### src/rtl/path_latency_profiler_assert.svh
// Assertion macros for the profiler RTL; plp_seq is the file that includes them.
// Depends on nothing; included by files that carry concurrent checks.
`ifndef PATH_LATENCY_PROFILER_ASSERT_SVH
`define PATH_LATENCY_PROFILER_ASSERT_SVH

// Same-cycle implication, disabled while reset is asserted.
`define PLP_ASSERT_NOW(label, clk, rst_n, ante, cons, msg) \
    label: assert property (@(posedge clk) disable iff (!rst_n) (ante) |-> (cons)) \
        else $error(msg);

// Next-cycle implication, disabled while reset is asserted.
`define PLP_ASSERT_NEXT(label, clk, rst_n, ante, cons, msg) \
    label: assert property (@(posedge clk) disable iff (!rst_n) (ante) |=> (cons)) \
        else $error(msg);

`endif

### src/rtl/plp_ram.sv
// Simple dual-port synchronous RAM, one write and one registered read port.
// No package dependency; used for the stamp and statistics stores.
module plp_ram #(
    parameter int WIDTH = 8,
    parameter int AW    = 4
) (
    input  logic             clk,
    input  logic             we,
    input  logic [AW-1:0]    waddr,
    input  logic [WIDTH-1:0] wdata,
    input  logic             re,
    input  logic [AW-1:0]    raddr,
    output logic [WIDTH-1:0] rdata
);

    logic [WIDTH-1:0] mem [2**AW];

    // Write port
    always_ff @(posedge clk)
    begin
        if (we)
        begin
            mem[waddr] <= wdata;
        end
    end

    // Read port; hold the data until the next read
    always_ff @(posedge clk)
    begin
        if (re)
        begin
            rdata <= mem[raddr];
        end
    end

endmodule

### config.mk
export PLATFORM = sky130hd
export DESIGN_NAME = plp_ram
export DESIGN_NICKNAME = d
export VERILOG_FILES = /design/src/rtl/path_latency_profiler_assert.svh /design/src/rtl/plp_ram.sv
export SDC_FILE = /design/constraint.sdc
export NUM_CORES = 1
export LEC_CHECK = 0
export ABC_AREA = 1
export BUFFER_PORTS_ARGS = -buffer_cell sky130_fd_sc_hd__clkbuf_2
export CAP_MARGIN = 20
export CORE_MARGIN = 1.5
export CORE_UTILIZATION = 30
export DETAILED_ROUTE_END_ITERATION = 8
export PLACE_DENSITY = 0.52
export SETUP_SLACK_MARGIN = 0.2
export SLEW_MARGIN = 20
export SYNTH_ARGS = -nofsm -noshare
export SYNTH_HDL_FRONTEND = slang
export SYNTH_SLANG_ARGS = --single-unit
### constraint.sdc
create_clock -name clk -period 1.65 [get_ports clk]
set_input_delay 0.165 -clock clk [delete_from_list [all_inputs] [get_ports clk]]
set_output_delay 0.165 -clock clk [all_outputs]
set_load 0.01 [all_outputs]
Word level (Yosys, flattened, before mapping)
Memory sizes are Yosys's and may differ from the RTL's. A register that Yosys moved wholly into a read port is not among the register bits. Index checks and enable logic that the tools add are counted.

Mux-type cells: 2.

Operators by type and width (count): 2-to-1 mux 1 bit (2).

Register bits: 0. Bits in writable memories: 128. Input port bits: 19. Output and inout port bits: 8. Logic and storage cells: 3. Memories kept: 1.

Memory list: mem (words 16, width 8, rd ports 1, clocked after memory_dff 1, wr ports 1, RTL line plp_ram.sv:16) `logic [WIDTH-1:0] mem [2**AW];`.

Longest topological paths before layout
Gate-level depths: netlist of the first run.

Depth in word-level cells: 2. Gate-level depth with buffers: 8. Mapped depth without buffers: 7.

Worst setup path before layout of the first run
No wires, ideal clock.

Path kind: input -> register. From: input port waddr[2]. To: memory mem[10][0], enable pin. Setup time: 0.370 ns. Arrival time: 0.746 ns. Required time: 1.280 ns. Slack: 0.534 ns. Cell stages on the path: 2. Buffers on the path: 0. Cells stage by stage: nand3b_1 > nor2_1.

RTL lines: start, declared (RTL line plp_ram.sv:9) `input logic [AW-1:0] waddr,`; end, declared (RTL line plp_ram.sv:16).

Straight into the memory's write port.

==> impl_metrics.env, run 1 <==
export IMPL_status="complete, no violations"
export IMPL_clkLatencyLatePin_ns=0.43
export IMPL_cp_start_kind="register"
export IMPL_crit_family="simple AND/OR/NAND/NOR gates"
export IMPL_utilization_pct=36.8
export IMPL_crit_path_top_delay_cell="edfxtp_1"
export IMPL_setup_tns_ns=0
export IMPL_port_buffers=26
export IMPL_syn_nets=570
export IMPL_ios=27
export IMPL_relSlewSlack_pct=59.7
export IMPL_grt_antenna_before_repair=0
export IMPL_yosysWarningCount=0
export IMPL_dieArea_mm2=0.0203
export IMPL_cts_inserted_buffers=17
export IMPL_yosysSeqAreaShare_pct=69.8
export IMPL_drc=0
export IMPL_ys_ff_latch=136
export IMPL_worst_pin_slew_ns=0.604
export IMPL_grt_pass1_vias=3795
export IMPL_syn_area_per_cell_um2=10.6
export IMPL_cap_violations=0
export IMPL_dp_hpwl_mm=8.56
export IMPL_row_count=50
export IMPL_grt_pass1_wl_mm=21.1
export IMPL_cts_resized=0
export IMPL_cp_max_fo=1
export IMPL_endpoint_kind="register"
export IMPL_ant_nets=0
export IMPL_skew_ns=0.0152
export IMPL_grt_setup_unrepaired="false"
export IMPL_final_common_cell="nand2_1"
export IMPL_power_density_mw_per_mm2=1210
export IMPL_drive_gt1_share_pct=12.1
export IMPL_drt_wl_total_mm=13.7
export IMPL_cts_tree="built"
export IMPL_gp_congestion=0.777
export IMPL_cts_setup_buffers=0
export IMPL_synth_cell_area_mm2=0.00585
export IMPL_n_antenna_cell=0
export IMPL_core_area_mm2=0.0189
export IMPL_grt_overflow_total=0
export IMPL_clockBufferDepth=2
export IMPL_syn_inst=551
export IMPL_cts_hold_buf=0
export IMPL_worst_path_buf_inv=1
export IMPL_nets=612
export IMPL_die_y_um=143
export IMPL_fin_area_mm2=0.00695
export IMPL_path_common_cell="nand3_1"
export IMPL_vias=3815
export IMPL_hold_class="in2reg"
export IMPL_fillers=1888
export IMPL_yosysTopAreaCell="edfxtp_1"
export IMPL_cts_sinks=136
export IMPL_synthTopCellsByArea="edfxtp_1 70%, nand2_1 11%, nand3_1 8.3%"
export IMPL_cts_root_buf="clkbuf_16"
export IMPL_post_drt_wl_per_cell_um=15.8
export IMPL_crit_chain="inv_1 -> nand2_1 -> nand3_1 -> nand3_1 -> nand3_1 -> nand2_1"
export IMPL_track_usage_pct=14.4
export IMPL_crit_required_ns=1.81
export IMPL_start_util_pct=30.9
export IMPL_yosysUniqueCellTypes=11
export IMPL_crit_arrival_ns=1.35
export IMPL_vias_per_cell=4.41
export IMPL_path_class="reg2reg"
export IMPL_dieWidth_um=143
export IMPL_ir_drop_uv=706
export IMPL_synth_top_area_share_pct=69.8
export IMPL_hold_violations=0
export IMPL_final_setup_viol_count=0
export IMPL_maxSlewViolCount=0
export IMPL_timing_final_crit_share_pct=72.1
export IMPL_layout_common_cells="173 x nand2_1, 136 x edfxtp_1, 100 x inv_1"
export IMPL_leakage_nw=2.95
export IMPL_fmax_ghz=0.840
export IMPL_clkSlewWorstSetupHoldPaths_ns=0.06
export IMPL_drt_first_iter_violations=308
export IMPL_critPathMaxStageDelay_ns=0.36
export IMPL_syn_to_final_growth_pct=18.8
export IMPL_drtPass1Iterations=5
export IMPL_dpl_cell_area_mm2=0.00633
export IMPL_grt_max_degree=65
export IMPL_h_tree_depth=4
export IMPL_layout_min_cycle_time_ns=1.19
-- stage by stage --
stage / power (W) / hold WS (ns) / setup slack [ns] / std cells
finish: 0.00839 / 0.150 / 0.460 / 865
global route: 0.00866 / 0.151 / 0.360 / 865
CTS: 0.00845 / 0.133 / 0.464 / 865
detailed placement: 0.00447 / 0.577 / 0.0920 / 834
global placement: 0.00447 / 0.578 / 0.105 / 834
floorplan: 0.00426 / 0.264 / 0.534 / 551
-- registers in the layout, indices dropped and copies added, names as in the netlist --
register and count:
mem 128, rdata 8
-- synthesized netlist by cell type --
library cell	number
buf_2	13
edfxtp_1	136
inv_2	2
buf_6	6
nor2_1	17
nand3_1	97
nand3b_1	2
nand2_1	173
buf_1	1
buf_4	4
inv_1	100
-- kinds of logic after synthesis --
logic type / count (synthesis) / share of synthesized area, %
flip-flops: 136 / 69.8
buffers and inverters: 126 / 9.39
AND/OR/NAND/NOR: 289 / 20.8
-- path summary, 6_finish.rpt --
check             startpoint  cells past startpoint  slack [ns]  endpoint
setup / recovery   mem[7][5]                      6        0.46  rdata[5]
hold / removal            re                      1        0.15  rdata[6]
setup reg to reg   mem[7][5]                      6        0.46  rdata[5]
hold reg to reg   mem[13][1]                      6        0.74  rdata[1]
-- report_power, final --
part	switching [W]	internal, W	leakage, nW
registers	0.0000227	0.00389	1.24
clock network	0.00135	0.00264	0.294
logic	0.000339	0.000140	1.42
-- worst register-to-register path, cell delays in order (launching register included) --
cell,delay (ns)
edfxtp_1,0.36
inv_1,0.06
nand2_1,0.05
nand3_1,0.10
nand3_1,0.11
nand3_1,0.19
nand2_1,0.08
-- per-layer routing --
layer,vias to the layer above,part of all wire (%),GRT usage (%)
li1,1864,-,-
met1,1832,43,17.7
met2,101,49,23.7
met3,18,6.2,4.71
met4,0,1.8,5.48
met5,-,0,0
-- area by class of cell --
| type | count | area (µm²) | share of cell area [%] |
|---|---|---|---|
| Sequential cell | 136 | 4080 | 58.8 |
| Multi-Input combinational cell | 289 | 1210 | 17.5 |
| Clock buffer | 19 | 433 | 6.23 |
| Inverter | 102 | 383 | 5.51 |
| Timing Repair Buffer | 47 | 325 | 4.68 |
| Tap cell | 260 | 325 | 4.68 |
| Clock inverter | 12 | 181 | 2.61 |
No activity file was read; power rests on OpenSTA's default activity.
==> run 2, diff against run 1 <==
==> constraint.sdc (replaced) <==
create_clock -name clk -period 1.1 [get_ports clk]
set_input_delay 0.11 -clock clk [delete_from_list [all_inputs] [get_ports clk]]
set_output_delay 0.11 -clock clk [all_outputs]
set_load 0.01 [all_outputs]
==> run 2 against run 1 <==
Compared with the run above: the run now ends with setup timing left; via count up 0.66%; sequential power up 50%; count of clock-buffer cells in the layout unchanged; sequential share of layout area down 3.2 points; largest cell class unchanged; die area unchanged; highest routed layer unchanged; combinational power up 72%; wire length down 3.1%; register-to-register slack worse by 0.43 ns; flip-flop and latch count unchanged; setup slack worse by 0.50 ns; first-iteration DRC count up 42%; hold slack worse by 0.032 ns.
==> impl_metrics.env, run 2 (same netlist as run 1, synthesis figures left out) <==
export IMPL_status="finished, violations left"
export IMPL_violations="setup timing"
export IMPL_die_y_um=143
export IMPL_leakage_nw=3.11
export IMPL_utilization_pct=38.9
export IMPL_start_util_pct=30.9
export IMPL_fmax_ghz=0.880
export IMPL_nets=620
export IMPL_dieWidth_um=143
export IMPL_core_area_mm2=0.0189
export IMPL_cap_violations=0
export IMPL_drtPass1Iterations=5
export IMPL_row_count=50
export IMPL_largestRegisters="mem (128), rdata (8)"
export IMPL_hold_violations=0
export IMPL_crit_path_top_delay_cell="edfxtp_1"
export IMPL_dp_cells=842
export IMPL_dieArea_mm2=0.0203
export IMPL_drive_gt1_share_pct=23.8
export IMPL_drc=0
export IMPL_grt_setup_unrepaired="true"
export IMPL_final_cells=874
export IMPL_maxSlewViolCount=0
export IMPL_worst_path_buf_inv=1
export IMPL_drt_wl_total_mm=13.2
export IMPL_largest_reg_flops=128
export IMPL_grt_overflow_total=0
export IMPL_syn_to_final_growth_pct=25.7
export IMPL_cts_setup_buffers=0
export IMPL_post_drt_wl_per_cell_um=15.2
export IMPL_critPathMaxStageDelay_ns=0.44
export IMPL_clkLatencyLatePin_ns=0.42
export IMPL_crit_chain="clkbuf_2"
export IMPL_cts_inserted_buffers=17
export IMPL_drt_first_iter_violations=437
export IMPL_grt_antenna_before_repair=0
export IMPL_relSlewSlack_pct=53.1
export IMPL_hold_class="in2reg"
export IMPL_cts_hold_buf=0
export IMPL_layout_min_cycle_time_ns=1.14
export IMPL_final_setup_viol_count=4
export IMPL_clkSlewWorstSetupHoldPaths_ns=0.05
export IMPL_grt_pass1_vias=3661
export IMPL_crit_family="flip-flops"
export IMPL_endpoint_kind="output pin"
export IMPL_regMostFlops="mem"
export IMPL_crit_arrival_ns=1.03
export IMPL_ios=27
export IMPL_grt_pass1_wl_mm=20.5
export IMPL_path_class="reg2out"
export IMPL_track_usage_pct=13.9
export IMPL_layout_common_cells="168 x nand2_1, 136 x edfxtp_1, 99 x inv_1"
export IMPL_gp_congestion=0.798
export IMPL_clockBufferDepth=2
export IMPL_timing_final_crit_share_pct=103
export IMPL_ir_drop_uv=989
export IMPL_final_common_cell="nand2_1"
export IMPL_n_antenna_cell=0
export IMPL_vias_per_cell=4.39
export IMPL_vias=3840
export IMPL_cp_start_kind="register"
export IMPL_setup_ws_ns=-0.0365
export IMPL_worst_pin_slew_ns=0.703
export IMPL_dp_hpwl_mm=8.83
export IMPL_cts_root_buf="clkbuf_16"
export IMPL_ant_nets=0
export IMPL_power_density_mw_per_mm2=1690
export IMPL_cp_max_fo=1
export IMPL_grt_max_degree=45
export IMPL_skew_ns=0.00991
export IMPL_port_buffers=26
export IMPL_crit_required_ns=0.99
export IMPL_h_tree_depth=4
export IMPL_cts_tree="built"
export IMPL_cts_sinks=136
[run 2: cell count changes in the layout (fill, tap and decap cells not counted), sizes merged]
cell      delta
clkinv       +3
bufinv       -1
clkbuf       -4
clkinvlp     -1
buf         +12
[run 2: routing by layer]
metal,wire (µm),global-route usage (%),share of wire (%),up-vias
met5,0,0,0,-
met4,264,6.24,2.0,0
met3,509,3.20,3.8,22
met2,6640,23.1,50,86
met1,5840,17.4,44,1853
li1,-,-,-,1879
[run 2: timing repair]
item                       in CTS  in global routing
setup endpoints to repair      16                 16
gates resized for setup        26                 35
hold endpoints to repair        0                  0
pin swaps                      34                 24
[run 2: final timing paths]
path | from | to | slack, ns | cells after the start
worst max-delay path | rdata[4] | rdata[4] | -0.04 | 1
worst min-delay path | wdata[5] | mem[10][5] | 0.12 | 1
worst max register to register | mem[4][7] | rdata[7] | 0.03 | 6
worst min register to register | mem[12][0] | rdata[0] | 0.75 | 6
[run 2: layout make-up]
type / instances / area [µm²]
Clock buffer: 19 / 433
Inverter: 102 / 383
Multi-Input combinational cell: 289 / 1500
Timing Repair Buffer: 55 / 467
Clock inverter: 13 / 159
Sequential cell: 136 / 4080
Tap cell: 260 / 325
Fill cell: 1874 / 11500
[run 2: per-stage QoR]
step / hold slack (ns) / area, µm² / setup TNS [ns] / power (W) / setup WS (ns)
after detailed placement: 0.548 / 6480 / -5.82 / 0.00674 / -0.185
after floorplan: 0.209 / 5910 / 0 / 0.00642 / 0.0610
after global routing: 0.126 / 7350 / -0.381 / 0.0128 / -0.0776
final: 0.119 / 7350 / -0.0907 / 0.0124 / -0.0365
after global placement: 0.545 / 6480 / -4.61 / 0.00674 / -0.175
after CTS: 0.116 / 7210 / -0.251 / 0.0125 / -0.0664
[run 2: where the power goes]
group	switching [W]	internal, W
clock network	0.00197	0.00373
registers	0.0000403	0.00584
logic	0.000547	0.000279
total	0.00256	0.00985
