$ cat config.mk
export PLATFORM = sky130hd
export DESIGN_NAME = plp_seq_flat
export DESIGN_NICKNAME = d
export VERILOG_FILES = /design/src/rtl/plp_pkg.sv /design/src/rtl/plp_cmd_if.sv /design/src/rtl/plp_rsp_if.sv /design/src/rtl/plp_seq.sv /design/src/flat_wrapper.sv
export VERILOG_INCLUDE_DIRS = /design/src /design/src/rtl
export SDC_FILE = /design/constraint.sdc
export NUM_CORES = 1
export LEC_CHECK = 0
export BUFFER_PORTS_ARGS = -buffer_cell sky130_fd_sc_hd__buf_2
export CAP_MARGIN = 40
export CORE_MARGIN = 2
export CORE_UTILIZATION = 45
export DETAILED_ROUTE_END_ITERATION = 10
export PLACE_DENSITY = 0.69
export SLEW_MARGIN = 20
export SYNTH_ARGS = -nofsm -noshare
export SYNTH_HDL_FRONTEND = slang
export SYNTH_SLANG_ARGS = --single-unit
$ cat constraint.sdc
create_clock -name clk -period 4.1 [get_ports clk]
set_input_delay 0.82 -clock clk [delete_from_list [all_inputs] [get_ports clk]]
set_output_delay 0.82 -clock clk [all_outputs]
set_load 0.01 [all_outputs]
$ cat src/rtl/path_latency_profiler_assert.svh
// Assertion macros for the profiler RTL; plp_seq is the file that includes them.
// Depends on nothing; included by files that carry concurrent checks.
`ifndef PATH_LATENCY_PROFILER_ASSERT_SVH
`define PATH_LATENCY_PROFILER_ASSERT_SVH

// Same-cycle implication, disabled while reset is asserted.
`define PLP_ASSERT_NOW(label, clk, rst_n, ante, cons, msg) \
    label: assert property (@(posedge clk) disable iff (!rst_n) (ante) |-> (cons)) \
        else $error(msg);

// Next-cycle implication, disabled while reset is asserted.
`define PLP_ASSERT_NEXT(label, clk, rst_n, ante, cons, msg) \
    label: assert property (@(posedge clk) disable iff (!rst_n) (ante) |=> (cons)) \
        else $error(msg);

`endif

$ cat src/rtl/plp_pkg.sv
// Shared types and constants of the path latency profiler.
// No dependencies; imported by the interfaces, plp_seq and path_latency_profiler.
package plp_pkg;

    localparam int OP_W     = 2;
    localparam int PATH_W   = 4;
    localparam int LOC_W    = 5;
    localparam int TIME_W   = 63;
    localparam int STATUS_W = 2;
    localparam int SUM_W    = 64;
    localparam int CNT_W    = 32;

    typedef enum logic [OP_W-1:0] {
        OP_START = 2'd0,
        OP_MARK  = 2'd1,
        OP_END   = 2'd2,
        OP_READ  = 2'd3
    } op_t;

    typedef enum logic [STATUS_W-1:0] {
        ST_OK        = 2'd0,
        ST_DROPPED   = 2'd1,
        ST_SEQ_ERR   = 2'd2,
        ST_BAD_INDEX = 2'd3
    } status_t;

    // One statistics memory word. The per-path counter slot keeps
    // {runs, unfinished} in the sum field and leaves cnt at zero.
    typedef struct packed {
        logic [SUM_W-1:0] sum;
        logic [CNT_W-1:0] cnt;
    } stat_word_t;

endpackage

$ cat src/rtl/plp_cmd_if.sv
// Command channel of the profiler: valid/ready plus one operation word.
// Depends on plp_pkg for the field widths.
interface plp_cmd_if import plp_pkg::*; ();

    logic                valid;
    logic                ready;
    logic [OP_W-1:0]     operation;
    logic [PATH_W-1:0]   path_id;
    logic [LOC_W-1:0]    location;
    logic [TIME_W-1:0]   now_time;

    modport source (output valid, operation, path_id, location, now_time, input ready);
    modport sink   (input valid, operation, path_id, location, now_time, output ready);

endinterface

$ cat src/rtl/plp_rsp_if.sv
// Result channel of the profiler: valid/ready plus one result word.
// Depends on plp_pkg for the field widths.
interface plp_rsp_if import plp_pkg::*; ();

    logic                valid;
    logic                ready;
    logic [STATUS_W-1:0] status;
    logic [CNT_W-1:0]    path_runs;
    logic [CNT_W-1:0]    path_unfinished;
    logic [SUM_W-1:0]    point_sum;
    logic [CNT_W-1:0]    point_count;

    modport source (output valid, status, path_runs, path_unfinished, point_sum,
                    point_count, input ready);
    modport sink   (input valid, status, path_runs, path_unfinished, point_sum,
                    point_count, output ready);

endinterface

$ cat src/rtl/plp_seq.sv
// Operation sequencer: clearing sweep, per-operation memory walks, result register.
// Depends on plp_pkg, plp_cmd_if, plp_rsp_if and the assertion macro header.
`include "path_latency_profiler_assert.svh"

module plp_seq import plp_pkg::*; #(
    parameter int NUM_PATHS  = 16,
    parameter int NUM_POINTS = 16
) (
    input  logic                                            clk,
    input  logic                                            rst_n,
    plp_cmd_if.sink                                         cmd,
    plp_rsp_if.source                                       rsp,
    output logic                                            stamp_we,
    output logic [((NUM_PATHS > 1) ? $clog2(NUM_PATHS) : 1)
                  + $clog2(NUM_POINTS)-1:0]                 stamp_waddr,
    output logic [TIME_W-1:0]                               stamp_wdata,
    output logic                                            stamp_re,
    output logic [((NUM_PATHS > 1) ? $clog2(NUM_PATHS) : 1)
                  + $clog2(NUM_POINTS)-1:0]                 stamp_raddr,
    input  logic [TIME_W-1:0]                               stamp_rdata,
    output logic                                            stat_we,
    output logic [((NUM_PATHS > 1) ? $clog2(NUM_PATHS) : 1)
                  + $clog2(NUM_POINTS + 1)-1:0]             stat_waddr,
    output stat_word_t                                      stat_wdata,
    output logic                                            stat_re,
    output logic [((NUM_PATHS > 1) ? $clog2(NUM_PATHS) : 1)
                  + $clog2(NUM_POINTS + 1)-1:0]             stat_raddr,
    input  stat_word_t                                      stat_rdata
);

    localparam int PAW = (NUM_PATHS > 1) ? $clog2(NUM_PATHS) : 1;
    localparam int PW  = $clog2(NUM_POINTS);
    localparam int LW  = $clog2(NUM_POINTS + 1);
    localparam int SAW = PAW + LW;

    localparam logic [LW-1:0] CNT_SLOT  = LW'(NUM_POINTS);
    localparam logic [PW-1:0] PT_FIRST  = PW'(1);
    localparam logic [PW-1:0] PT_ZERO   = PW'(0);
    localparam logic [PW-1:0] PT_LAST   = PW'(NUM_POINTS - 1);

    typedef enum logic [3:0] {
        S_CLEAR,
        S_IDLE,
        S_FETCH,
        S_START_CLR,
        S_RD_PT,
        S_END_SCAN,
        S_ACC_SUB,
        S_ACC_WR,
        S_DONE
    } state_t;

    state_t             state_reg, state_next;
    logic [SAW-1:0]     clr_reg, clr_next;
    logic [PW-1:0]      pt_reg, pt_next;
    op_t                op_reg, op_next;
    logic [PAW-1:0]     path_reg, path_next;
    logic [LW-1:0]      loc_reg, loc_next;
    logic [TIME_W-1:0]  now_reg, now_next;
    logic [TIME_W-1:0]  begin_reg, begin_next;
    logic [SUM_W-1:0]   diff_reg, diff_next;
    logic               miss_reg, miss_next;
    logic               extra_reg, extra_next;
    status_t            status_reg, status_next;
    logic [CNT_W-1:0]   runs_reg, runs_next;
    logic [CNT_W-1:0]   unf_reg, unf_next;
    logic [SUM_W-1:0]   sum_reg, sum_next;
    logic [CNT_W-1:0]   cnt_reg, cnt_next;

    logic               rsp_valid_reg, rsp_valid_next;
    status_t            rsp_status_reg, rsp_status_next;
    logic [CNT_W-1:0]   rsp_runs_reg, rsp_runs_next;
    logic [CNT_W-1:0]   rsp_unf_reg, rsp_unf_next;
    logic [SUM_W-1:0]   rsp_sum_reg, rsp_sum_next;
    logic [CNT_W-1:0]   rsp_cnt_reg, rsp_cnt_next;

    logic               in_bad;
    logic [PAW-1:0]     in_path;
    logic [LW-1:0]      in_loc;
    logic [LW-1:0]      pt_lw;
    logic               miss_w;
    logic               extra_w;
    logic [CNT_W-1:0]   fetch_runs;
    logic [CNT_W-1:0]   fetch_unf;

    // Decode the incoming word and range-check its indexes
    always_comb
    begin
        in_path = PAW'(cmd.path_id);
        in_loc  = LW'(cmd.location);
        in_bad  = int'(cmd.path_id) >= NUM_PATHS;
        unique case (op_t'(cmd.operation))
            OP_START: in_bad = in_bad;
            OP_MARK:  in_bad = in_bad || (cmd.location == '0)
                               || (int'(cmd.location) >= NUM_POINTS);
            OP_END:   in_bad = in_bad || (int'(cmd.location) > NUM_POINTS);
            OP_READ:  in_bad = in_bad || (int'(cmd.location) >= NUM_POINTS);
        endcase
    end

    // Scan flags, including the point whose stamp arrives this cycle
    assign pt_lw      = LW'(pt_reg);
    assign miss_w     = miss_reg  || ((pt_lw < loc_reg)  && (stamp_rdata == '0));
    assign extra_w    = extra_reg || ((pt_lw >= loc_reg) && (stamp_rdata != '0));
    assign fetch_runs = stat_rdata.sum[SUM_W-1:CNT_W];
    assign fetch_unf  = stat_rdata.sum[CNT_W-1:0];

    assign cmd.ready           = (state_reg == S_IDLE);
    assign rsp.valid           = rsp_valid_reg;
    assign rsp.status          = rsp_status_reg;
    assign rsp.path_runs       = rsp_runs_reg;
    assign rsp.path_unfinished = rsp_unf_reg;
    assign rsp.point_sum       = rsp_sum_reg;
    assign rsp.point_count     = rsp_cnt_reg;

    // Next-state and memory port control
    always_comb
    begin
        state_next      = state_reg;
        clr_next        = clr_reg;
        pt_next         = pt_reg;
        op_next         = op_reg;
        path_next       = path_reg;
        loc_next        = loc_reg;
        now_next        = now_reg;
        begin_next      = begin_reg;
        diff_next       = diff_reg;
        miss_next       = miss_reg;
        extra_next      = extra_reg;
        status_next     = status_reg;
        runs_next       = runs_reg;
        unf_next        = unf_reg;
        sum_next        = sum_reg;
        cnt_next        = cnt_reg;
        rsp_valid_next  = rsp_valid_reg && !rsp.ready;
        rsp_status_next = rsp_status_reg;
        rsp_runs_next   = rsp_runs_reg;
        rsp_unf_next    = rsp_unf_reg;
        rsp_sum_next    = rsp_sum_reg;
        rsp_cnt_next    = rsp_cnt_reg;

        stamp_we    = 1'b0;
        stamp_waddr = {path_reg, PT_ZERO};
        stamp_wdata = '0;
        stamp_re    = 1'b0;
        stamp_raddr = {path_reg, PT_ZERO};
        stat_we     = 1'b0;
        stat_waddr  = {path_reg, CNT_SLOT};
        stat_wdata  = '0;
        stat_re     = 1'b0;
        stat_raddr  = {path_reg, CNT_SLOT};

        unique case (state_reg)
            // Zero both stores one row per cycle after reset
            S_CLEAR:
            begin
                stamp_we    = 1'b1;
                stamp_waddr = clr_reg[PAW+PW-1:0];
                stat_we     = 1'b1;
                stat_waddr  = clr_reg;
                clr_next    = clr_reg + SAW'(1);
                if (&clr_reg)
                begin
                    state_next = S_IDLE;
                end
            end

            // Take a word, fetch the path counters and the start stamp
            S_IDLE:
            begin
                if (cmd.valid)
                begin
                    op_next     = op_t'(cmd.operation);
                    path_next   = in_path;
                    loc_next    = in_loc;
                    now_next    = cmd.now_time;
                    status_next = ST_OK;
                    sum_next    = '0;
                    cnt_next    = '0;
                    miss_next   = 1'b0;
                    extra_next  = 1'b0;
                    stat_re     = 1'b1;
                    stat_raddr  = {in_path, CNT_SLOT};
                    stamp_re    = 1'b1;
                    stamp_raddr = {in_path, PT_ZERO};
                    if (in_bad)
                    begin
                        status_next = ST_BAD_INDEX;
                        runs_next   = '0;
                        unf_next    = '0;
                        state_next  = S_DONE;
                    end
                    else
                    begin
                        state_next = S_FETCH;
                    end
                end
            end

            // Counters and start stamp are here: branch on the operation
            S_FETCH:
            begin
                runs_next = fetch_runs;
                unf_next  = fetch_unf;
                unique case (op_reg)
                    OP_START:
                    begin
                        runs_next        = fetch_runs + CNT_W'(1);
                        unf_next         = fetch_unf + CNT_W'(stamp_rdata != '0);
                        stat_we          = 1'b1;
                        stat_wdata.sum   = {fetch_runs + CNT_W'(1),
                                            fetch_unf + CNT_W'(stamp_rdata != '0)};
                        stamp_we         = 1'b1;
                        stamp_wdata      = now_reg;
                        pt_next          = PT_FIRST;
                        state_next       = S_START_CLR;
                    end
                    OP_MARK:
                    begin
                        stamp_we    = 1'b1;
                        stamp_waddr = {path_reg, PW'(loc_reg)};
                        stamp_wdata = now_reg;
                        state_next  = S_DONE;
                    end
                    OP_END:
                    begin
                        begin_next  = stamp_rdata;
                        miss_next   = (loc_reg != '0) && (stamp_rdata == '0);
                        extra_next  = (loc_reg == '0) && (stamp_rdata != '0);
                        stamp_re    = 1'b1;
                        stamp_raddr = {path_reg, PT_FIRST};
                        pt_next     = PT_FIRST;
                        state_next  = S_END_SCAN;
                    end
                    OP_READ:
                    begin
                        stat_re    = 1'b1;
                        stat_raddr = {path_reg, loc_reg};
                        state_next = S_RD_PT;
                    end
                endcase
            end

            // Drop the stamps of points one and up
            S_START_CLR:
            begin
                stamp_we    = 1'b1;
                stamp_waddr = {path_reg, pt_reg};
                pt_next     = pt_reg + PW'(1);
                if (pt_reg == PT_LAST)
                begin
                    state_next = S_DONE;
                end
            end

            // Hold the point statistics for the result
            S_RD_PT:
            begin
                sum_next   = stat_rdata.sum;
                cnt_next   = stat_rdata.cnt;
                state_next = S_DONE;
            end

            // Walk all stamps of the path, one per cycle
            S_END_SCAN:
            begin
                miss_next  = miss_w;
                extra_next = extra_w;
                if (pt_reg == PT_LAST)
                begin
                    if (miss_w)
                    begin
                        stamp_we    = 1'b1;
                        status_next = ST_DROPPED;
                        state_next  = S_DONE;
                    end
                    else if (extra_w)
                    begin
                        status_next = ST_SEQ_ERR;
                        state_next  = S_DONE;
                    end
                    else if (loc_reg > LW'(1))
                    begin
                        stamp_re    = 1'b1;
                        stamp_raddr = {path_reg, PT_FIRST};
                        stat_re     = 1'b1;
                        stat_raddr  = {path_reg, LW'(PT_FIRST)};
                        pt_next     = PT_FIRST;
                        state_next  = S_ACC_SUB;
                    end
                    else
                    begin
                        stamp_we   = 1'b1;
                        state_next = S_DONE;
                    end
                end
                else
                begin
                    stamp_re    = 1'b1;
                    stamp_raddr = {path_reg, pt_reg + PW'(1)};
                    pt_next     = pt_reg + PW'(1);
                end
            end

            // Form the offset from the start and unstamp the point
            S_ACC_SUB:
            begin
                diff_next   = {1'b0, stamp_rdata} - {1'b0, begin_reg};
                stamp_we    = 1'b1;
                stamp_waddr = {path_reg, pt_reg};
                state_next  = S_ACC_WR;
            end

            // Accumulate the sample, then advance or finish
            S_ACC_WR:
            begin
                stat_we        = 1'b1;
                stat_waddr     = {path_reg, pt_lw};
                stat_wdata.sum = stat_rdata.sum + diff_reg;
                stat_wdata.cnt = stat_rdata.cnt + CNT_W'(1);
                if (pt_lw == loc_reg - LW'(1))
                begin
                    stamp_we   = 1'b1;
                    state_next = S_DONE;
                end
                else
                begin
                    stamp_re    = 1'b1;
                    stamp_raddr = {path_reg, pt_reg + PW'(1)};
                    stat_re     = 1'b1;
                    stat_raddr  = {path_reg, LW'(pt_reg + PW'(1))};
                    pt_next     = pt_reg + PW'(1);
                    state_next  = S_ACC_SUB;
                end
            end

            // Move the result into the output register once it is free
            S_DONE:
            begin
                if (!rsp_valid_reg || rsp.ready)
                begin
                    rsp_valid_next  = 1'b1;
                    rsp_status_next = status_reg;
                    rsp_runs_next   = runs_reg;
                    rsp_unf_next    = unf_reg;
                    rsp_sum_next    = sum_reg;
                    rsp_cnt_next    = cnt_reg;
                    state_next      = S_IDLE;
                end
            end

            default:
            begin
                state_next = S_IDLE;
            end
        endcase
    end

    // State and registered outputs
    always_ff @(posedge clk or negedge rst_n)
    begin
        if (!rst_n)
        begin
            state_reg      <= S_CLEAR;
            clr_reg        <= '0;
            pt_reg         <= '0;
            op_reg         <= OP_START;
            path_reg       <= '0;
            loc_reg        <= '0;
            now_reg        <= '0;
            begin_reg      <= '0;
            diff_reg       <= '0;
            miss_reg       <= 1'b0;
            extra_reg      <= 1'b0;
            status_reg     <= ST_OK;
            runs_reg       <= '0;
            unf_reg        <= '0;
            sum_reg        <= '0;
            cnt_reg        <= '0;
            rsp_valid_reg  <= 1'b0;
            rsp_status_reg <= ST_OK;
            rsp_runs_reg   <= '0;
            rsp_unf_reg    <= '0;
            rsp_sum_reg    <= '0;
            rsp_cnt_reg    <= '0;
        end
        else
        begin
            state_reg      <= state_next;
            clr_reg        <= clr_next;
            pt_reg         <= pt_next;
            op_reg         <= op_next;
            path_reg       <= path_next;
            loc_reg        <= loc_next;
            now_reg        <= now_next;
            begin_reg      <= begin_next;
            diff_reg       <= diff_next;
            miss_reg       <= miss_next;
            extra_reg      <= extra_next;
            status_reg     <= status_next;
            runs_reg       <= runs_next;
            unf_reg        <= unf_next;
            sum_reg        <= sum_next;
            cnt_reg        <= cnt_next;
            rsp_valid_reg  <= rsp_valid_next;
            rsp_status_reg <= rsp_status_next;
            rsp_runs_reg   <= rsp_runs_next;
            rsp_unf_reg    <= rsp_unf_next;
            rsp_sum_reg    <= rsp_sum_next;
            rsp_cnt_reg    <= rsp_cnt_next;
        end
    end

    // Checks
    `PLP_ASSERT_NEXT(a_accept_leaves_idle, clk, rst_n, cmd.valid && cmd.ready,
        state_reg != S_IDLE && state_reg != S_CLEAR, "accepted word did not start work")
    `PLP_ASSERT_NOW(a_stat_no_collide, clk, rst_n, stat_we && stat_re,
        stat_waddr != stat_raddr, "statistics read and write hit the same entry")
    `PLP_ASSERT_NOW(a_stamp_no_collide, clk, rst_n, stamp_we && stamp_re,
        stamp_waddr != stamp_raddr, "stamp read and write hit the same entry")
    `PLP_ASSERT_NOW(a_bad_index_zero, clk, rst_n,
        rsp_valid_reg && rsp_status_reg == ST_BAD_INDEX,
        rsp_runs_reg == '0 && rsp_unf_reg == '0 && rsp_sum_reg == '0 && rsp_cnt_reg == '0,
        "bad index result carries nonzero fields")

endmodule

$ cat src/flat_wrapper.sv
// flat-port wrapper written by rule: the top's interface ports become plain ports
module plp_seq_flat import plp_pkg::*;
#(
    parameter int NUM_PATHS  = 16,
    parameter int NUM_POINTS = 16
)
  (clk, rst_n, stamp_we, stamp_waddr, stamp_wdata, stamp_re, stamp_raddr, stamp_rdata, stat_we, stat_waddr, stat_wdata, stat_re, stat_raddr, stat_rdata, cmd_valid, cmd_operation, cmd_path_id, cmd_location, cmd_now_time, cmd_ready, rsp_valid, rsp_status, rsp_path_runs, rsp_path_unfinished, rsp_point_sum, rsp_point_count, rsp_ready);
  plp_cmd_if cmd_i ();
  plp_rsp_if rsp_i ();
  input  logic clk;
  input  logic rst_n;
  output logic stamp_we;
  output logic [((NUM_PATHS > 1) ? $clog2(NUM_PATHS) : 1)
                  + $clog2(NUM_POINTS)-1:0] stamp_waddr;
  output logic [TIME_W-1:0] stamp_wdata;
  output logic stamp_re;
  output logic [((NUM_PATHS > 1) ? $clog2(NUM_PATHS) : 1)
                  + $clog2(NUM_POINTS)-1:0] stamp_raddr;
  input  logic [TIME_W-1:0] stamp_rdata;
  output logic stat_we;
  output logic [((NUM_PATHS > 1) ? $clog2(NUM_PATHS) : 1)
                  + $clog2(NUM_POINTS + 1)-1:0] stat_waddr;
  output stat_word_t stat_wdata;
  output logic stat_re;
  output logic [((NUM_PATHS > 1) ? $clog2(NUM_PATHS) : 1)
                  + $clog2(NUM_POINTS + 1)-1:0] stat_raddr;
  input  stat_word_t stat_rdata;
  input wire logic [$bits(cmd_i.valid)-1:0] cmd_valid;
  input wire logic [$bits(cmd_i.operation)-1:0] cmd_operation;
  input wire logic [$bits(cmd_i.path_id)-1:0] cmd_path_id;
  input wire logic [$bits(cmd_i.location)-1:0] cmd_location;
  input wire logic [$bits(cmd_i.now_time)-1:0] cmd_now_time;
  output wire logic [$bits(cmd_i.ready)-1:0] cmd_ready;
  output wire logic [$bits(rsp_i.valid)-1:0] rsp_valid;
  output wire logic [$bits(rsp_i.status)-1:0] rsp_status;
  output wire logic [$bits(rsp_i.path_runs)-1:0] rsp_path_runs;
  output wire logic [$bits(rsp_i.path_unfinished)-1:0] rsp_path_unfinished;
  output wire logic [$bits(rsp_i.point_sum)-1:0] rsp_point_sum;
  output wire logic [$bits(rsp_i.point_count)-1:0] rsp_point_count;
  input wire logic [$bits(rsp_i.ready)-1:0] rsp_ready;
  assign cmd_i.valid = cmd_valid;
  assign cmd_i.operation = cmd_operation;
  assign cmd_i.path_id = cmd_path_id;
  assign cmd_i.location = cmd_location;
  assign cmd_i.now_time = cmd_now_time;
  assign cmd_ready = cmd_i.ready;
  assign rsp_valid = rsp_i.valid;
  assign rsp_status = rsp_i.status;
  assign rsp_path_runs = rsp_i.path_runs;
  assign rsp_path_unfinished = rsp_i.path_unfinished;
  assign rsp_point_sum = rsp_i.point_sum;
  assign rsp_point_count = rsp_i.point_count;
  assign rsp_i.ready = rsp_ready;
  plp_seq #(.NUM_PATHS(NUM_PATHS), .NUM_POINTS(NUM_POINTS)) u_core (.clk(clk), .rst_n(rst_n), .cmd(cmd_i), .rsp(rsp_i), .stamp_we(stamp_we), .stamp_waddr(stamp_waddr), .stamp_wdata(stamp_wdata), .stamp_re(stamp_re), .stamp_raddr(stamp_raddr), .stamp_rdata(stamp_rdata), .stat_we(stat_we), .stat_waddr(stat_waddr), .stat_wdata(stat_wdata), .stat_re(stat_re), .stat_raddr(stat_raddr), .stat_rdata(stat_rdata));
endmodule
### Word-level counts from Yosys, hierarchy flattened

Index checks and enable logic that the tools add are counted.

| storage, ports and cells | value |
|---|---|
| output and inout port bits | 361 |
| register bits after elaboration | 545 |
| input port bits | 237 |
| logic and storage cells | 191 |

| cells by class | value |
|---|---|
| reduce and logical (&&, ||, !) cells | 39 |
| mux-type cells | 87 |
| equal/unequal tests | 29 |
| add/sub/neg operators | 9 |
| order comparisons | 5 |

Operators with widths:

| operator | count |
|---|---|
| case mux 64 bit (2 select lines) | 2 |
| two-way mux 32 bit | 6 |
| case mux 32 bit (2 select lines) | 3 |
| two-way mux 64 bit | 2 |
| two-way mux 63 bit | 2 |
| two-way mux 4 bit | 19 |
| adder 32 x 1 -> 32 bit (second input constant) | 2 |
| adder 64 bit | 1 |
| subtractor 63 x 63 -> 64 bit | 1 |
| zero test 63 bit | 1 |
| nonzero test 63 bit | 1 |
| case mux 4 bit (9 select lines) | 1 |
| case mux 9 bit (4 select lines) | 1 |
| adder 32 x 1 -> 32 bit | 1 |
| case mux 4 bit (4 select lines) | 2 |
| case mux 8 bit (4 select lines) | 1 |
| two-way mux 5 bit | 6 |
| two-way mux 1 bit | 25 |
| case mux 8 bit (3 select lines) | 1 |
| case mux 9 bit (2 select lines) | 1 |
| equality test 4 x 3 -> 1 bit (second input constant) | 4 |
| case mux 1 bit (4 select lines) | 4 |
| zero test 5 bit | 2 |
| two-way mux 2 bit | 5 |
| 41 further kinds | 75 |

### Logic depth before layout (Yosys ltp)

| logic depth | value |
|---|---|
| word-level depth | 7 |
| mapped depth | 14 |
| mapped depth without buffers | 14 |

### Worst setup path before layout

Ideal clock, no wire load.

| path | value |
|---|---|
| path type | input -> output |
| start | input stat_rdata[32] in the netlist's numbering |
| end | output stat_wdata[80] in the netlist's numbering |
| data required time | 3280 ps |
| path slack | -151 ps |
| data arrival time | 3431 ps |
| buffers on the path | 0 |
| stages on the path | 12 |
| path through | ha_1 > fa_1 > a21oi_1 > nor4_2 > o311ai_1 > a2111oi_2 > a21oi_2 > nor4_1 > or2_2 > a21boi_0 > xor2_1 > o22ai_1 |

RTL lines:

| item | line | RTL |
|---|---|---|
| from (decl) | flat_wrapper.sv:27 | `input stat_word_t stat_rdata;` |
| to (decl) | flat_wrapper.sv:23 | `output stat_word_t stat_wdata;` |

==> results.sh <==
export IMPL_topRoutingLayerUsed="met5"
export IMPL_drive_gt1_frac=0.374
export IMPL_h_tree_depth=2
export IMPL_nNetsFinal=4896
export IMPL_cts_root_buf="clkbuf_16"
export IMPL_numClockSinks=545
export IMPL_yosysTopAreaCellShare=0.423
export IMPL_cts_tree="done"
export IMPL_die_height_um=272
export IMPL_yosysMostFrequentCell="nand2_1"
export IMPL_synthTopCellsByCount="nand2_1, dfrtp_1, o21ai_0, mux2_2, nor2_1"
export IMPL_antenna_found_initial=19
export IMPL_end_kind="output port"
export IMPL_period_share=1.14
export IMPL_violations="negative setup slack"
export IMPL_total_power_mw=30.3
export IMPL_placed_cell_area_um2=39400
export IMPL_tightest_slew_ns=0.885
export IMPL_synth_main_ff_cell="dfrtp_1"
export IMPL_grt_start_max_net_pins=149
export IMPL_dr_total_vias=31000
export IMPL_io_buffers=597
export IMPL_worstPathMaxFanout=2
export IMPL_async_reset_ff_frac=1.00
export IMPL_ys_seq_area_frac=0.423
export IMPL_wl_met2_um=51400
export IMPL_rows=98
export IMPL_fmax_ghz=0.213
export IMPL_relSlewSlack=0.410
export IMPL_reg2reg_depth=14
export IMPL_rr_endpoint="u_core.diff_reg[60]"
export IMPL_synth_edf_count=0
export IMPL_wl_met1_um=52000
export IMPL_io_pins=598
export IMPL_die_w_um=272
export IMPL_yosysWarnings=0
export IMPL_postRouteWirelength_um=118000
export IMPL_ir_drop_mv=0.382
export IMPL_synth_cell_types=93
export IMPL_hpwlAfterDp_um=89200
export IMPL_cts_buffers=61
export IMPL_worstPathRequired_ns=3.28
export IMPL_grt_overflow=0
export IMPL_dp_cells=5314
export IMPL_hold_class="input pin to async pin"
export IMPL_synth_nets=3893
export IMPL_max_cap_violations=0
export IMPL_final_core_util=0.615
export IMPL_ant_nets=0
export IMPL_fin_area_um2=43800
export IMPL_die_area_um2=73900
export IMPL_coreArea_um2=71200
export IMPL_grt_pass1_wl_um=176000
export IMPL_reg2reg_slack_ns=0.73
export IMPL_synth_area_leaders="dfrtp_1, mux2_2, nand2_1, ha_1, o21ai_0"
export IMPL_finClkSkew_ns=0.0363
export IMPL_clk_latency_ns=0.66
export IMPL_drc=0
export IMPL_drt_vias_per_instance=5.60
export IMPL_yosys_area_top_type="dfrtp_1"
export IMPL_drt_initial_drc_count=3100
export IMPL_status="finished with violations"
export IMPL_ys_ff_latch=545
export IMPL_finalWorstSetupSlack_ns=-0.589
export IMPL_start_util=0.453
export IMPL_cellLeakagePower_nw=22.0
export IMPL_n_fill_cell=6062
export IMPL_grt_pass1_vias=29700
export IMPL_arrival_ns=3.87
export IMPL_cts_buffer_depth=3
export IMPL_first_pass_iters=5
export IMPL_wl_met3_um=8750
export IMPL_rsz0062_at_grt="true"
export IMPL_finalMaxSlewViolations=0
export IMPL_area_growth_pct=35.8
export IMPL_power_density_nw_per_um2=691
export IMPL_final_cells=5530
export IMPL_setup_viol=60
export IMPL_hold_buffers=0
export IMPL_post_route_min_period_ns=4.69
export IMPL_synth_avg_cell_area_um2=9.19
export IMPL_final_hold_viol_count=0
export IMPL_criticalPathCategory="flop to output port"
export IMPL_r2r_start="u_core.begin_reg[0]"
export IMPL_clk_pin_slew_ns=0.06
export IMPL_wl_per_cell_um=21.3
export IMPL_syn_area_um2=32300
export IMPL_grt_usage=0.305
export IMPL_globalplace_congestion=1.00
export IMPL_start_kind="flop"
export IMPL_syn_inst=3513
-- stage by stage --
stage               TNS [ns]  setup WS (ns)  hold slack [ns]
finish                -18.34         -0.589            0.225
floorplan                  0       0.000187            0.446
global route          -24.47         -0.705            0.274
CTS                   -17.65         -0.637            0.253
detailed placement    -46.15          -1.07            0.466
global placement      -52.82          -1.17            0.461
-- cells in the final DEF (no fill, tap or decap), types with 11 or more instances in the layout --
cell	netlist	final
ha_1	141	122
diode_2	0	12
o21ai_1	9	19
dfrtp_1	545	535
xor2_2	0	11
xnor2_1	124	107
xnor2_2	0	13
nand4_1	63	63
o21bai_1	26	23
o211ai_1	16	16
nor2b_1	14	13
o22ai_1	55	46
buf_12	0	16
o21a_1	13	13
mux2_2	241	241
a221o_1	16	16
a21oi_1	158	148
o21ai_0	247	230
o31ai_1	13	13
xor2_1	114	102
nand3_1	177	165
a31oi_1	17	15
ha_4	0	18
a21o_1	68	68
and3_1	35	32
clkbuf_16	0	61
inv_1	123	122
a22oi_1	20	20
nor2_1	194	175
clkbuf_8	0	19
nand2_1	551	537
or3_1	17	16
buf_2	14	566
and2_1	78	77
nor3_1	36	33
buf_6	0	48
buf_4	5	512
nor4_1	24	11
nand2b_1	14	13
-- layer usage --
layer	up-vias	GRT usage
li1	14400	-
met5	-	0
met2	1249	0.458
met1	15000	0.431
met4	8	0.132
met3	308	0.0572
-- critical path, cell delays in order, from the launching register on --
cell and delay [ns]:
dfrtp_2 0.46, ha_4 0.19, fa_2 0.38, a21oi_4 0.22
buf_6 0.14, o21ai_4 0.05, nand4_1 0.07, and4_1 0.22
o31a_1 0.26, buf_4 0.15, o311a_4 0.16, nand4_1 0.21
a311oi_2 0.28, xor2_1 0.17, o21ai_1 0.08, buf_4 0.18
-- area by class of cell --
class,instances,area [µm²],share of cell area
diodes,12,30.0,0.000685
clock buffers,89,1820,0.0416
clock inverters,26,323,0.00737
inverters,124,468,0.0107
multi-input cells,2638,18700,0.427
flip-flops and latches,545,13700,0.312
well taps,950,1190,0.0271
repair buffers,1146,7610,0.174
-- cells by family (layout without fill, tap and decap cells) --
logic type / count (synthesis) / in the layout / synth area share
AO/OA/AOI/OAI: 766 / 766 / 0.153
adder cells (fa/ha/maj): 143 / 143 / 0.0559
other: 0 / 12 / 0
buffers and inverters: 330 / 1385 / 0.0396
XOR/XNOR: 238 / 238 / 0.0646
multiplexers: 247 / 247 / 0.0860
AND/OR/NAND/NOR: 1244 / 1244 / 0.178
flip-flops: 545 / 545 / 0.423
-- power by group --
group	leakage [nW]	internal (mW)	total [mW]	switching, mW
Clock	1.04	3.35	5.68	2.33
Combinational	14.0	7.30	16.0	8.68
Sequential	6.96	7.30	8.60	1.30
-- worst max-delay path by stage --
stage                        from              to  cells past startpoint
2_1_floorplan      stat_rdata[32]  stat_wdata[80]                     12
3_3_place_gp      stamp_rdata[52]  stat_wdata[42]                     17
3_5_place_dp      stamp_rdata[39]  stat_wdata[44]                     17
4_1_cts        u_core.diff_reg[9]  stat_wdata[95]                     14
5_1_grt        u_core.diff_reg[0]  stat_wdata[94]                     15
6_report       u_core.diff_reg[0]  stat_wdata[94]                     15
-- what timing repair did --
action	4_1_cts	5_1_grt
resized for setup	164	141
pin swaps	68	67
gates cloned	0	0
setup endpoints to repair	70	73
setup buffers	69	30
Note: power is estimated with default switching activity, not from simulation.
